**config.mk**
```make
export PLATFORM = sky130hd
export DESIGN_NAME = ftst_ctrl
export DESIGN_NICKNAME = d
export VERILOG_FILES = /design/src/hdl/ftst_pkg.sv /design/src/hdl/ftst_ctrl.sv
export SDC_FILE = /design/constraint.sdc
export NUM_CORES = 1
export LEC_CHECK = 0
export CAP_MARGIN = 20
export CORE_AREA = 2 2 39 41
export CTS_BUF_LIST = sky130_fd_sc_hd__clkbuf_2
export CTS_CLUSTER_DIAMETER = 120
export CTS_CLUSTER_SIZE = 16
export DETAILED_ROUTE_END_ITERATION = 12
export DIE_AREA = 0 0 41 43
export DONT_BUFFER_PORTS = 1
export PLACE_DENSITY = 0.35
export SLEW_MARGIN = 40
export SYNTH_ARGS = -nofsm -noshare
export SYNTH_HDL_FRONTEND = slang
export SYNTH_SLANG_ARGS = --single-unit
```
**constraint.sdc**
```tcl
create_clock -name clk -period 4.2 [get_ports clk]
set_clock_uncertainty 0.2 [all_clocks]
set_input_delay 0.21 -clock clk [delete_from_list [all_inputs] [get_ports clk]]
set_output_delay 0.21 -clock clk [all_outputs]
set_load 0.005 [all_outputs]
```
**src/hdl/ftst_pkg.sv**
```systemverilog
package ftst_pkg;

	// Table geometry
	localparam int FLOWS   = 1024;
	localparam int IDX_W   = (FLOWS > 1) ? $clog2(FLOWS) : 1;
	localparam int SLOT_W  = 10;
	localparam int FLOWS_W = $clog2(FLOWS + 1);

	// Slot reduction by reciprocal: q = (slot * RECIP) >> RECIP_SH, off by at most one
	localparam int RECIP_SH = 20;
	localparam int RECIP_W  = RECIP_SH + 1;
	localparam logic [RECIP_W-1:0] RECIP   = RECIP_W'((1 << RECIP_SH) / FLOWS);
	localparam logic [FLOWS_W-1:0] FLOWS_C = FLOWS_W'(FLOWS);

	// Transport codes
	localparam logic [1:0] TR_TCP = 2'd0;
	localparam logic [1:0] TR_UDP = 2'd1;

	// TCP flag bit positions
	localparam int FLAG_FIN = 0;
	localparam int FLAG_SYN = 1;
	localparam int FLAG_RST = 2;
	localparam int FLAG_ACK = 4;

	// Connection state codes
	localparam logic [2:0] ST_NEW      = 3'd0;
	localparam logic [2:0] ST_SYN_SENT = 3'd1;
	localparam logic [2:0] ST_SYN_RCVD = 3'd2;
	localparam logic [2:0] ST_ESTAB    = 3'd3;
	localparam logic [2:0] ST_FIN_WAIT = 3'd4;
	localparam logic [2:0] ST_CLOSED   = 3'd5;
	localparam logic [2:0] ST_RESET    = 3'd6;
	localparam logic [2:0] ST_UNKNOWN  = 3'd7;

	// Record mark bit positions
	localparam int MARK_DONE  = 0;
	localparam int MARK_SYN   = 1;
	localparam int MARK_FIN_A = 2;
	localparam int MARK_FIN_B = 3;

	// Input beat
	typedef struct packed {
		logic [SLOT_W-1:0] flow_slot;
		logic              new_flow;
		logic [1:0]        transport;
		logic              forward;
		logic [7:0]        tcp_flags;
		logic [31:0]       seq_number;
		logic [15:0]       payload_len;
		logic [15:0]       frame_len;
	} pkt_t;

	// Result beat
	typedef struct packed {
		logic [SLOT_W-1:0] slot_out;
		logic [2:0]        conn_state;
		logic              done_flag;
		logic              was_retransmit;
		logic [7:0]        flags_union;
		logic [31:0]       dir_packets;
		logic [47:0]       dir_bytes;
		logic [47:0]       dir_payload;
		logic [31:0]       dir_retransmits;
	} res_t;

	// Controller to datapath commands
	typedef struct packed {
		logic capture;
		logic reduce;
		logic read;
		logic commit;
	} ftst_cmd_t;

endpackage

```
**src/hdl/ftst_ctrl.sv**
```systemverilog
module ftst_ctrl (
	input  logic                clk,
	input  logic                arst_n,
	input  logic                pkt_valid,
	output logic                pkt_stall,
	output logic                res_valid,
	input  logic                res_stall,
	output ftst_pkg::ftst_cmd_t cmd
);
	import ftst_pkg::*;

	typedef enum logic [3:0] {
		S_IDLE   = 4'b0001,
		S_REDUCE = 4'b0010,
		S_READ   = 4'b0100,
		S_CALC   = 4'b1000
	} state_t;

	state_t state_q, state_nxt;
	logic   res_valid_q;
	logic   res_free;

	// Output register can take a new beat
	assign res_free = !res_valid_q || !res_stall;

	// Commands
	assign cmd.capture = (state_q == S_IDLE) && pkt_valid;
	assign cmd.reduce  = (state_q == S_REDUCE);
	assign cmd.read    = (state_q == S_READ);
	assign cmd.commit  = (state_q == S_CALC) && res_free;

	assign pkt_stall = (state_q != S_IDLE);
	assign res_valid = res_valid_q;

	// Next state
	always_comb begin
		state_nxt = state_q;
		case (state_q)
			S_IDLE: begin
				if (pkt_valid) state_nxt = S_REDUCE;
			end
			S_REDUCE: state_nxt = S_READ;
			S_READ:   state_nxt = S_CALC;
			S_CALC: begin
				if (res_free) state_nxt = S_IDLE;
			end
			default:  state_nxt = S_IDLE;
		endcase
	end

	always_ff @(posedge clk or negedge arst_n) begin
		if (!arst_n) begin
			state_q     <= S_IDLE;
			res_valid_q <= 1'b0;
		end else begin
			state_q <= state_nxt;
			if (cmd.commit) res_valid_q <= 1'b1;
			else if (!res_stall) res_valid_q <= 1'b0;
		end
	end

endmodule

```
==> flow_summary.ini <==
[route]
vias_per_cell = 4.33
ant_nets = 0
drc = 0
drt-wirelength-per-cell_um = 11.3
first_pass_iters = 3
vias = 208
drt-total-wl_um = 540
drt_iter0_markers = 12

[setup_path]
crit_fanout = 8
critical-path-slowest-cell = or4b_1
crit_family = simple AND/OR/NAND/NOR gates
worstReg2RegStart = state_q[3]
cp.arrival_ns = 1.39
crit_path_cell_trace = or4b_1, a21oi_1
critPathMaxStageDelay_ns = 0.55
cp-end-kind = output port
worstSetupPathType = register to output port
crit_cells = 2
crit_path_start_kind = register
cp.required_ns = 3.79
critPathBufInv = 0
worstRegToRegCells = 3
startpoint = state_q[1]

[grt]
grtUsageTotal_pct = 8.28
grt_pass1_vias = 236
grt_max_degree = 9
grt_pass1_wl_um = 931
grt_overflow = 0
antenna_found_initial = 0

[power_and_ir_drop]
p_leak_uw = 0.000161
seqPwrFrac_pct = 45.3
clkPwrFrac_pct = 25.8
intPower_uw = 111
power_frac_comb_pct = 29.0
power_density_nw_per_um2 = 535
vdd_drop_max_mv = 0.149
p_sw_share_pct = 35.1
p_total_uw = 171
p_switching_uw = 60.1

[synth]
ys_seq_area_share_pct = 50.5
yosys.area_share.simple_pct = 39.0
syn_inst = 25
syn_nets = 29
synthXorXnorAreaFrac_pct = 0
synth.area.mux_share_pct = 0
ys_seq_elements = 5
synth_top_family_by_area = simple AND/OR/NAND/NOR gates
synth.top_cell.area_share_pct = 40.0
post_synth_num_cell_types = 16
synth_area_um2 = 250
synth_fa_ha_area_share_pct = 0
synth_top_cell_by_area = dfrtp_1
yosysWarnings = 0
avgSynthCellArea_um2 = 10.0
synth_compound_area_share_pct = 9.00
synthTopCellsByArea = dfrtp_1 40%, dfstp_2 11%, and3_1 10%

[floorplan]
dieArea_um2 = 1760
num_io_pins = 10
start_util_pct = 18.1
die_h_um = 43
core_area_um2 = 1380
die_w_um = 41
rows = 14

[timing]
whs_ns = 0.0482
rsz0062_at_grt = no
slew_viol_final = 0
worstMarginPinSlew_ns = 0.274
finalCritPeriodShare_pct = 43.0
slew-limit-headroom_pct = 81.7
setup-tns-final_ns = 0
fmax_mhz = 554
min_period_ns = 1.80
finalHoldViolations = 0
setup-violations-final = 0

[placement]
gp_congestion = 0.743
port_buffers = 0
dpl.cell_count = 41
dp_hpwl_um = 409

[layout]
nNetsFinal = 37
num_antenna_cells = 0
drive_gt1_share_pct = 21.9
layoutNonFillerInstCount = 48
syn_to_final_growth_pct = 28.0
final_core_utilization_pct = 23.1
fill_cells = 153

[cts]
clk_pin_slew_ns = 0.06
clk_latency_ns = 0.21
numCtsBuffers = 3
cts_tree = yes
cts_root_buffer = clkbuf_2
cts_hold_buffers = 3
cts.sinks = 5
cts_buffer_depth = 2
cts_setup_buffers = 0
cts_max_level = 1
post_cts_resized = 0

[worst_hold_path]
holdCritStartpoint = pkt_valid
hold_path_class = input pin to register
hold_depth = 2

[flow_run]
max_cap_violations = 0

[run_status]
status = complete, no violations
Yosys cell counts:
cell     count
dfstp_2      1
nand2_1      3
nor2b_1      1
or4b_1       1
nor3b_1      1
nor2_1       2
nor3_1       1
o21ai_0      1
and3_1       4
and4b_1      1
a21oi_1      1
or3_1        1
a31oi_2      1
dfrtp_1      4
nor2b_2      1
inv_1        1
worst register-to-register path: cells and delay by family, from the launching register on:
kind	cells	cell delay, ns
compound gates	1	0.16
flops	1	0.41
simple gates	2	0.56
power by group through the flow:
stage	registers [µW]	clock network (µW)	logic (µW)
after floorplan	74.1	0	40.4
after global placement	78.4	0	47.2
after detailed placement	78.8	0	46.7
after CTS	78.0	47.2	50.4
after global routing	80.8	51.4	58.1
final	77.5	44.2	49.6
final timing paths:
path / to / slack (ns)
min: state_q[0] / 0.05
min reg2reg: res_valid / 0.35
max in group asynchronous: state_q[0] / 3.46
min in group asynchronous: state_q[1] / 0.08
max reg2reg: state_q[0] / 2.80
max: cmd[0] / 2.40
area by class of cell:
class / count / area (µm²) / share of cell area (%)
sequential: 5 / 126 / 39.5
multi-input combinational: 19 / 120 / 37.5
timing repair buffer: 3 / 30.0 / 9.38
clock buffer: 4 / 20.0 / 6.25
tap: 16 / 20.0 / 6.25
inverter: 1 / 3.75 / 1.17
metal layers:
metal / part of all wire (%) / vias up / GRT usage, %
met5: 0 / - / 0
met4: 0 / 0 / 8.00
met3: 9.6 / 0 / 3.66
met2: 40 / 8 / 8.13
met1: 50 / 93 / 12.1
li1: - / 107 / -
stage by stage:
stage / setup slack (ns) / cell area (µm²)
after global placement: 2.64 / 270
after global routing: 2.29 / 320
after detailed placement: 2.63 / 270
final: 2.40 / 320
after floorplan: 2.71 / 250
after CTS: 2.37 / 320
state kept, by name (all words and copies together), names as in the netlist:
name	count
state_q	4
res_valid	1
placed cells by master, fill, tap and decap left out, drive strengths merged:
master / Yosys / final
a21oi: 1 / 1
a31oi: 1 / 1
and3: 4 / 4
and4b: 1 / 1
clkbuf: 0 / 4
dfrtp: 4 / 4
dfstp: 1 / 1
dlygate4sd3: 0 / 3
inv: 1 / 1
nand2: 3 / 3
nor2: 2 / 2
nor2b: 2 / 2
nor3: 1 / 1
nor3b: 1 / 1
o21ai: 1 / 1
or3: 1 / 1
or4b: 1 / 1
cells by family after synthesis:
group                  Yosys count
AOI/OAI and AO/OA                3
DFF                              5
and+or+nand+nor                 16
buffers and inverters            1
(Power assumes the default switching activity.)
